<file path="src/hw/rtl/prq_pkg.sv">
// ----------------------------------------------------------------------------
// prq_pkg
// Shared types, codes and defaults of the priority ready queue.
// ----------------------------------------------------------------------------
package prq_pkg;

  localparam int NUM_PRIORITIES_DEF = 32;
  localparam int RING_DEPTH_DEF     = 8;
  localparam int TASK_COUNT_DEF     = 256;

  localparam int OP_W      = 2;
  localparam int TASK_W    = 8;
  localparam int REQ_W     = 5;
  localparam int STAT_W    = 2;
  localparam int TOP_OUT_W = 6;

  typedef enum logic [OP_W-1:0] {
    OP_INS_TAIL = 2'd0,
    OP_INS_HEAD = 2'd1,
    OP_POP      = 2'd2,
    OP_PEEK     = 2'd3
  } op_t;

  typedef enum logic [STAT_W-1:0] {
    ST_OK    = 2'd0,
    ST_FULL  = 2'd1,
    ST_EMPTY = 2'd2
  } status_t;

  // controller to datapath
  typedef struct packed {
    logic capture;
    logic exec;
    logic enc1;
    logic enc2;
    logic load;
  } prq_cmd_t;

  // datapath to controller
  typedef struct packed {
    logic need_enc;
  } prq_stat_t;

endpackage

</file>
<file path="src/hw/rtl/prq_ctrl.sv">
// ----------------------------------------------------------------------------
// prq_ctrl
// Sequencer of the priority ready queue: input handshake, step order and
// output valid.
// ----------------------------------------------------------------------------
module prq_ctrl (
  input  logic                clk,
  input  logic                rst_n,
  input  logic                in_tvalid,
  output logic                in_tready,
  output logic                out_tvalid,
  input  logic                out_tready,
  output prq_pkg::prq_cmd_t   cmd,
  input  prq_pkg::prq_stat_t  stat
);
  import prq_pkg::*;

  typedef enum logic [4:0] {
    S_IDLE = 5'b00001,
    S_EXEC = 5'b00010,
    S_ENC1 = 5'b00100,
    S_ENC2 = 5'b01000,
    S_DONE = 5'b10000
  } state_t;

  state_t state_r, state_nxt;
  logic   out_valid_r, out_valid_nxt;

  always_comb begin
    state_nxt     = state_r;
    out_valid_nxt = out_valid_r;
    cmd           = '0;
    in_tready     = 1'b0;
    if (out_valid_r && out_tready) begin
      out_valid_nxt = 1'b0;
    end
    case (state_r)
      S_IDLE: begin
        in_tready = 1'b1;
        if (in_tvalid) begin
          cmd.capture = 1'b1;
          state_nxt   = S_EXEC;
        end
      end
      S_EXEC: begin
        cmd.exec  = 1'b1;
        state_nxt = stat.need_enc ? S_ENC1 : S_DONE;
      end
      S_ENC1: begin
        cmd.enc1  = 1'b1;
        state_nxt = S_ENC2;
      end
      S_ENC2: begin
        cmd.enc2  = 1'b1;
        state_nxt = S_DONE;
      end
      S_DONE: begin
        // hold the result until the output register is free
        if (!out_valid_r || out_tready) begin
          cmd.load      = 1'b1;
          out_valid_nxt = 1'b1;
          state_nxt     = S_IDLE;
        end
      end
      default: begin
        state_nxt = S_IDLE;
      end
    endcase
  end

  always_ff @(posedge clk) begin
    if (!rst_n) begin
      state_r     <= S_IDLE;
      out_valid_r <= 1'b0;
    end else begin
      state_r     <= state_nxt;
      out_valid_r <= out_valid_nxt;
    end
  end

  assign out_tvalid = out_valid_r;

endmodule

</file>
<file path="src/hw/rtl/prq_datapath.sv">
// ----------------------------------------------------------------------------
// prq_datapath
// Ring pointers, task store, level bitmap, two-stage priority encoder and
// result register of the priority ready queue.
// ----------------------------------------------------------------------------
module prq_datapath #(
  parameter int NUM_PRIORITIES = prq_pkg::NUM_PRIORITIES_DEF,
  parameter int RING_DEPTH     = prq_pkg::RING_DEPTH_DEF,
  parameter int TASK_COUNT     = prq_pkg::TASK_COUNT_DEF
) (
  input  logic                           clk,
  input  logic                           rst_n,
  input  prq_pkg::prq_cmd_t              cmd,
  output prq_pkg::prq_stat_t             stat,
  input  prq_pkg::op_t                   in_operation,
  input  logic [prq_pkg::TASK_W-1:0]     in_task_id,
  input  logic [prq_pkg::REQ_W-1:0]      in_priority_req,
  output logic [prq_pkg::TASK_W-1:0]     out_task,
  output logic                           out_found,
  output prq_pkg::status_t               out_status,
  output logic [prq_pkg::TOP_OUT_W-1:0]  out_top_level
);
  import prq_pkg::*;

  localparam int LVL_W  = $clog2(NUM_PRIORITIES);
  localparam int PTR_W  = $clog2(RING_DEPTH);
  localparam int TOP_W  = $clog2(NUM_PRIORITIES + 1);
  localparam int DEPTH  = NUM_PRIORITIES * RING_DEPTH;
  localparam int ADDR_W = $clog2(DEPTH);
  localparam int NGRP   = (NUM_PRIORITIES + 7) / 8;
  localparam int BMP_W  = NGRP * 8;

  function automatic logic [PTR_W-1:0] ptr_next(input logic [PTR_W-1:0] p);
    ptr_next = (p == PTR_W'(RING_DEPTH - 1)) ? '0 : p + 1'b1;
  endfunction

  function automatic logic [PTR_W-1:0] ptr_prev(input logic [PTR_W-1:0] p);
    ptr_prev = (p == '0) ? PTR_W'(RING_DEPTH - 1) : p - 1'b1;
  endfunction

  // captured item
  op_t               op_r;
  logic [TASK_W-1:0] task_r;
  logic [LVL_W-1:0]  lvl_r;
  logic [6:0]        req_ext;

  // queue state
  logic [PTR_W-1:0]          head_r [NUM_PRIORITIES];
  logic [PTR_W-1:0]          tail_r [NUM_PRIORITIES];
  logic [NUM_PRIORITIES-1:0] bitmap_r;
  logic [TOP_W-1:0]          top_r;
  logic [TASK_W-1:0]         mem [DEPTH];
  logic [TASK_W-1:0]         rd_data_r;

  // step results
  logic    found_r;
  status_t status_r;

  // encoder stage
  logic       grp_any_r [NGRP];
  logic [2:0] grp_idx_r [NGRP];
  logic [BMP_W-1:0] bm_pad;
  logic [TOP_W-1:0] enc_top;

  // output register
  logic [TASK_W-1:0]    out_task_r;
  logic                 out_found_r;
  status_t              out_status_r;
  logic [TOP_OUT_W-1:0] out_top_r;
  logic [TOP_W+TOP_OUT_W-1:0] top_ext;

  // execute step
  logic             is_ins, is_tail, task_bad, full, ins_ok;
  logic             top_empty, q_empty, rd_ok, drains, top_raise;
  logic [LVL_W-1:0] top_idx, sel;
  logic [PTR_W-1:0] h, t, h_next, h_prev, acc_ptr;
  logic [ADDR_W-1:0] addr;
  status_t          status_nxt;

  assign req_ext = {2'b00, in_priority_req};

  always_ff @(posedge clk) begin
    if (cmd.capture) begin
      op_r   <= in_operation;
      task_r <= in_task_id;
      if (req_ext >= 7'(NUM_PRIORITIES)) begin
        lvl_r <= LVL_W'(NUM_PRIORITIES - 1);
      end else begin
        lvl_r <= req_ext[LVL_W-1:0];
      end
    end
  end

  always_comb begin
    is_ins    = (op_r == OP_INS_TAIL) || (op_r == OP_INS_HEAD);
    is_tail   = (op_r == OP_INS_TAIL);
    top_idx   = top_r[LVL_W-1:0];
    top_empty = (top_r >= TOP_W'(NUM_PRIORITIES));
    sel       = is_ins ? lvl_r : top_idx;
    h         = head_r[sel];
    t         = tail_r[sel];
    h_next    = ptr_next(h);
    h_prev    = ptr_prev(h);
    task_bad  = ({1'b0, task_r} >= 9'(TASK_COUNT));
    full      = is_tail ? (ptr_next(t) == h) : (h_prev == t);
    ins_ok    = is_ins && !task_bad && !full;
    q_empty   = top_empty || (h == t);
    rd_ok     = !is_ins && !q_empty;
    drains    = (op_r == OP_POP) && rd_ok && (h_next == t);
    // a new task above the current top becomes the top directly
    top_raise = ins_ok && (top_empty || (lvl_r > top_idx));
    acc_ptr   = is_ins ? (is_tail ? t : h_prev) : h;
    addr      = ADDR_W'(sel) * ADDR_W'(RING_DEPTH) + ADDR_W'(acc_ptr);
    if (is_ins) begin
      status_nxt = ins_ok ? ST_OK : ST_FULL;
    end else begin
      status_nxt = q_empty ? ST_EMPTY : ST_OK;
    end
  end

  assign stat.need_enc = drains;

  always_ff @(posedge clk) begin
    if (cmd.exec) begin
      if (ins_ok) begin
        mem[addr] <= task_r;
      end
      rd_data_r <= mem[addr];
      found_r   <= rd_ok;
      status_r  <= status_nxt;
    end
  end

  always_ff @(posedge clk) begin
    if (!rst_n) begin
      for (int i = 0; i < NUM_PRIORITIES; i++) begin
        head_r[i] <= '0;
        tail_r[i] <= '0;
      end
      bitmap_r <= '0;
    end else if (cmd.exec) begin
      if (ins_ok) begin
        bitmap_r[sel] <= 1'b1;
        if (is_tail) begin
          tail_r[sel] <= ptr_next(t);
        end else begin
          head_r[sel] <= h_prev;
        end
      end
      if (rd_ok && (op_r == OP_POP)) begin
        head_r[sel] <= h_next;
      end
      if (drains) begin
        bitmap_r[sel] <= 1'b0;
      end
    end
  end

  // encoder, first stage: highest set bit within each group of eight levels
  assign bm_pad = BMP_W'(bitmap_r);

  always_ff @(posedge clk) begin
    if (cmd.enc1) begin
      for (int g = 0; g < NGRP; g++) begin
        grp_any_r[g] <= 1'b0;
        grp_idx_r[g] <= 3'd0;
        for (int i = 0; i < 8; i++) begin
          if (bm_pad[g*8+i]) begin
            grp_any_r[g] <= 1'b1;
            grp_idx_r[g] <= 3'(i);
          end
        end
      end
    end
  end

  // encoder, second stage: highest non-empty group
  always_comb begin
    enc_top = TOP_W'(NUM_PRIORITIES);
    for (int g = 0; g < NGRP; g++) begin
      if (grp_any_r[g]) begin
        enc_top = TOP_W'(g * 8) | TOP_W'(grp_idx_r[g]);
      end
    end
  end

  always_ff @(posedge clk) begin
    if (!rst_n) begin
      top_r <= TOP_W'(NUM_PRIORITIES);
    end else if (cmd.exec && top_raise) begin
      top_r <= TOP_W'(lvl_r);
    end else if (cmd.enc2) begin
      top_r <= enc_top;
    end
  end

  assign top_ext = {{TOP_OUT_W{1'b0}}, top_r};

  always_ff @(posedge clk) begin
    if (cmd.load) begin
      out_task_r   <= found_r ? rd_data_r : '0;
      out_found_r  <= found_r;
      out_status_r <= status_r;
      out_top_r    <= top_ext[TOP_OUT_W-1:0];
    end
  end

  assign out_task      = out_task_r;
  assign out_found     = out_found_r;
  assign out_status    = out_status_r;
  assign out_top_level = out_top_r;

endmodule

</file>
<file path="src/hw/rtl/priority_ready_queue.sv">
// ----------------------------------------------------------------------------
// priority_ready_queue
// Task ready queue: one ring per priority level, a bitmap of busy levels and
// a top-priority register.
// ----------------------------------------------------------------------------
// Usage:
//   Input item: in_tuser carries the operation (insert tail, insert head,
//   pop top, peek top); in_tdata carries task_id and priority_req. Every
//   item returns exactly one result item on the out_ channel with the task
//   found, a found flag, a status code and the top level after the step.
//   The block works on one item at a time and takes a new item only after
//   the last one has loaded its result. Each item is captured, executed and
//   its result loaded; a pop that empties a level adds the two registered
//   stages of the priority encoder that finds the next lower level.
//   Reset clears all ring pointers and the level bitmap at once and sets the
//   top level to empty; the task store is not cleared.
//   When the receiver stalls, the result holds in the output register; the
//   next item is still accepted and waits in its last step until the output
//   register is free.
// ----------------------------------------------------------------------------
module priority_ready_queue #(
  parameter int NUM_PRIORITIES = prq_pkg::NUM_PRIORITIES_DEF,
  parameter int RING_DEPTH     = prq_pkg::RING_DEPTH_DEF,
  parameter int TASK_COUNT     = prq_pkg::TASK_COUNT_DEF
) (
  input  logic        clk,
  input  logic        rst_n,
  input  logic        in_tvalid,
  output logic        in_tready,
  input  logic [15:0] in_tdata,   // [7:0] task_id, [12:8] priority_req, rest zero
  input  logic [1:0]  in_tuser,   // [1:0] operation
  output logic        out_tvalid,
  input  logic        out_tready,
  output logic [23:0] out_tdata   // [7:0] out_task, [8] found, [10:9] status,
                                  // [16:11] top_level, rest zero
);
  import prq_pkg::*;

  prq_cmd_t  cmd;
  prq_stat_t stat;

  logic [TASK_W-1:0]    res_task;
  logic                 res_found;
  status_t              res_status;
  logic [TOP_OUT_W-1:0] res_top;

  prq_ctrl u_ctrl (
    .clk        (clk),
    .rst_n      (rst_n),
    .in_tvalid  (in_tvalid),
    .in_tready  (in_tready),
    .out_tvalid (out_tvalid),
    .out_tready (out_tready),
    .cmd        (cmd),
    .stat       (stat)
  );

  prq_datapath #(
    .NUM_PRIORITIES (NUM_PRIORITIES),
    .RING_DEPTH     (RING_DEPTH),
    .TASK_COUNT     (TASK_COUNT)
  ) u_datapath (
    .clk             (clk),
    .rst_n           (rst_n),
    .cmd             (cmd),
    .stat            (stat),
    .in_operation    (op_t'(in_tuser)),
    .in_task_id      (in_tdata[7:0]),
    .in_priority_req (in_tdata[12:8]),
    .out_task        (res_task),
    .out_found       (res_found),
    .out_status      (res_status),
    .out_top_level   (res_top)
  );

  assign out_tdata = {7'd0, res_top, res_status, res_found, res_task};

  // one item in flight: no second item right after an accept
  a_one_in_flight: assert property (@(posedge clk) disable iff (!rst_n)
    (in_tvalid && in_tready) |=> !in_tready)
    else $error("input accepted while an item is in progress");

  // a result only appears from the final step, never while idle
  a_result_from_step: assert property (@(posedge clk) disable iff (!rst_n)
    $rose(out_tvalid) |-> $past(!in_tready))
    else $error("result raised without a step in progress");

  // reset empties the output register
  a_reset_out: assert property (@(posedge clk)
    !rst_n |=> !out_tvalid)
    else $error("result valid after reset");

endmodule

</file>
<file path="config.mk">
export PLATFORM = sky130hd
export DESIGN_NAME = priority_ready_queue
export DESIGN_NICKNAME = d
export VERILOG_FILES = /design/src/hw/rtl/prq_pkg.sv /design/src/hw/rtl/prq_ctrl.sv /design/src/hw/rtl/prq_datapath.sv /design/src/hw/rtl/priority_ready_queue.sv
export SDC_FILE = /design/constraint.sdc
export NUM_CORES = 2
export LEC_CHECK = 0
export BUFFER_PORTS_ARGS = -buffer_cell sky130_fd_sc_hd__buf_4
export CORE_UTILIZATION = 50
export CTS_CLUSTER_DIAMETER = 200
export DETAILED_ROUTE_END_ITERATION = 10
export PLACE_DENSITY = 0.67
export SLEW_MARGIN = 20
export SYNTH_ARGS = -nofsm -noshare
export SYNTH_HDL_FRONTEND = slang
export SYNTH_HIERARCHICAL = 1
export SYNTH_SLANG_ARGS = --single-unit
</file>
<file path="constraint.sdc">
create_clock -name clk -period 5.4 [get_ports clk]
set_input_delay 0.81 -clock clk [delete_from_list [all_inputs] [get_ports clk]]
set_output_delay 0.81 -clock clk [all_outputs]
set_load 0.005 [all_outputs]
</file>
==> impl_results.md <==
* Die width at 434 µm
* Mapped Cells at 5875
* Failing checks: setup timing
* Max Root-Sink Buffers at 3
* Final hold vios at 0
* Hold WC Path Type: input port to flop
* Worst vdd ir at 0.371 mV
* Yosys cell types at 99
* CTS Buf Count at 225
* Unrepaired setup endpoints after global routing: yes
* PD cells at 379 nW/µm²
* I/O pin cnt at 48
* DRC at 0
* Yosys reg bits at 2343
* Max-capacitance violation count at 0
* Comb pwr share at 0.183
* Critical path launch point type: flop
* Ys flop type: edfxtp_1
* Sequential area share after synthesis at 0.750
* Sw Pwr at 0.0115 W
* # fillers at 12900
* Clock network power share at 0.362
* Req. time, crit path at 6020 ps
* Site Rows at 158
* Port Buffer Count at 37
* DRT antenna net count at 0
* WP data arrival at 6080 ps
* Total track usage at 0.284
* H-tree depth at 4
* Final worst slack at -51.4 ps
* Hpwl dp at 172000 µm
* Worst-Margin Slew at 1480 ps
* Synth top cells by count: 2298 x edfxtp_1, 789 x mux2i_1, 599 x nor2_1
* Worst setup EP type: flop
* Highest clock rate at 183 MHz
* Vias at 59600
* Ys async rst share at 0
* WHS at 105 ps
* Rel. slew slack at 0.0131
* Die Area at 188000 µm²
* # setup viols final at 5
* Switching part of the total at 0.260
* Final instance count without filler cells at 9709
* Outcome: finished, violations left
* Die H at 434 µm
* Worst skew pair latency at 890 ps
* First-pass GRT wire length at 387000 µm
* Vias per cell at 6.14
* Wirelength, routed at 277000 µm
* Top cell type's share of synthesized area at 0.740
* Initial core utilization at 0.503
* Setup TNS at -143 ps
* Avg WL per Cell at 28.5 µm
* Leakage Power at 40.8 nW
* Syn-to-layout area delta at 25.3%
* Global placement routability congestion at 0.946
* Vias in the first global route at 56700
* Total grt overflow at 0
* Slew Limit Fails at 0
* CTS Sinks at 2343
* Layout cells sized above 1 at 0.285
* CTS tree: done
* Internal Power at 0.0327 W
* Initial antenna violation count at 18
* Initial DRC Count at 8006
* Worst-path fanout max at 10
* Fin crit share at 1.01
* Cell accounting for the most synthesized area: edfxtp_1
* Final Util at 0.631
* Largest net degree at the start of global routing at 235
* Synth area leaders: edfxtp_1 74%, mux2i_1 8.5%, o22ai_1 3.0%
* Post-synth EDFFs at 2298
* Reg clk slew, reported paths at 60 ps
* Avg Inst Size Synth at 15.9 µm²
* Net count reported at finish at 7066
* Post-Place Cells at 9108
* Detailed Routing Iterations Pass 1 at 7
* Clock root buffer: clkbuf_16
* WS Path Type: flop to flop
* Min cycle time layout at 5450 ps
* Final clock skew at 42.9 ps
* Core Area at 185000 µm²
* Synthesis Warnings at 6
* Most frequent cell after synthesis: edfxtp_1
* Mapped Area at 93200 µm²
* Sequential power share at 0.455
==> per-layer routing <==
layer  global-route usage  wire length (µm)  up-vias  part of all wire
met5                    0                47        -           0.00017
met4                0.115             12300        8             0.045
met3               0.0641             32000      643              0.12
met2                0.441            128000     3646              0.46
met1                0.389            105000    30000              0.38
li1                     -                 -    25400                 -
==> power by group through the flow <==
stage / logic, W / registers (W) / clock network, W
2_1_floorplan: 0.00329 / 0.0207 / 0
3_3_place_gp: 0.00654 / 0.0205 / 0
3_5_place_dp: 0.00660 / 0.0205 / 0
4_1_cts: 0.00709 / 0.0201 / 0.0161
5_1_grt: 0.00831 / 0.0201 / 0.0168
6_report: 0.00810 / 0.0201 / 0.0160
==> metrics by stage <==
stage	cell area [µm²]	total power (W)	worst slack, ps
finish	117000	0.0442	-51.4
global route	117000	0.0452	-152
CTS	114000	0.0433	-32.3
detailed placement	105000	0.0271	-864
global placement	105000	0.0270	-803
floorplan	93200	0.0240	317
==> area by class of cell <==
| class | instances | area, µm² | area share |
|---|---|---|---|
| clock buffers | 265 | 5800 | 0.0497 |
| inverters | 17 | 66.3 | 0.000568 |
| well taps | 2480 | 3100 | 0.0266 |
| multi-input cells | 3112 | 23400 | 0.201 |
| repair buffers | 1337 | 12800 | 0.109 |
| clock inverters | 152 | 1750 | 0.0150 |
| flip-flops and latches | 2343 | 69900 | 0.598 |
| diodes | 3 | 7.51 | 0.0000643 |
==> path summary, 6_finish.rpt <==
path	start	end	slack [ps]	depth (start not counted)
setup / recovery	u_datapath/op_r[1]	u_datapath/rd_data_r[1]	-50	24
hold / removal	in_tdata[11]	u_datapath/lvl_r[3]	110	1
setup reg to reg	u_datapath/op_r[1]	u_datapath/rd_data_r[1]	-50	24
hold reg to reg	u_datapath/status_r[1]	u_datapath/out_status[1]	440	0
==> cell usage in the layout, fill, tap and decap left out, drive strengths merged, types with 19 or more instances in the layout <==
cell	count
edfxtp	2298
o22ai	447
o21ai	162
a22oi	34
clkinv	109
mux2i	790
nand3	42
a31oi	34
nor2	599
buf	1316
and2	22
nand2	279
o41ai	19
nor4	116
bufinv	27
dfxtp	45
mux4	63
inv	22
a21oi	225
clkbuf	282
==> critical path, cell delays in order (launching register included) <==
cell	delay, ps
edfxtp_1	410
buf_6	180
or3b_4	430
buf_8	160
and2_4	160
buf_4	140
o211ai_1	200
o22ai_2	150
or4_4	680
o211ai_4	280
nand2_8	90
buf_8	150
buf_12	150
buf_12	150
buf_4	140
clkbuf_16	160
nand2_1	70
a21oi_1	70
nor4_2	420
buf_4	180
a31oi_1	80
buf_4	230
o31ai_4	220
buf_4	150
o2111ai_2	110
==> state kept, by name (all words and copies together) (netlist names) <==
name / count
u_datapath/grp_idx_r: 12
u_datapath/out_status: 2
u_datapath/tail_r: 96
u_datapath/lvl_r: 5
u_datapath/rd_data_r: 8
u_datapath/task_r: 8
u_datapath/out_task: 8
u_datapath/out_top_level: 6
u_datapath/op_r: 2
u_ctrl/state_r: 5
u_datapath/grp_any_r: 4
u_datapath/head_r: 96
u_datapath/found_r: 1
u_datapath/bitmap_r: 32
u_datapath/status_r: 2
u_datapath/mem: 2048
u_datapath/top_r: 6
u_ctrl/out_tvalid: 1
u_datapath/out_found: 1
==> what timing repair did <==
item,4_1_cts,5_1_grt
pin swaps,44,78
setup endpoints to repair,1373,2205
buffers inserted,32,129
endpoints found under the hold margin,0,0
hold buffers,0,0
cloned,10,17
gates resized for setup,188,320
==> cell families after synthesis <==
| kind of cell | count (synthesis) | share of synthesized area |
|---|---|---|
| other | 1 | 0.0000402 |
| XOR/XNOR | 9 | 0.000846 |
| flip-flops | 2343 | 0.750 |
| AND/OR/NAND/NOR | 1187 | 0.0574 |
| adder cells (fa/ha/maj) | 8 | 0.00107 |
| AO/OA/AOI/OAI | 1034 | 0.0682 |
| multiplexers | 867 | 0.102 |
| buffers and inverters | 426 | 0.0208 |
Note: power is estimated with default switching activity, not from simulation.
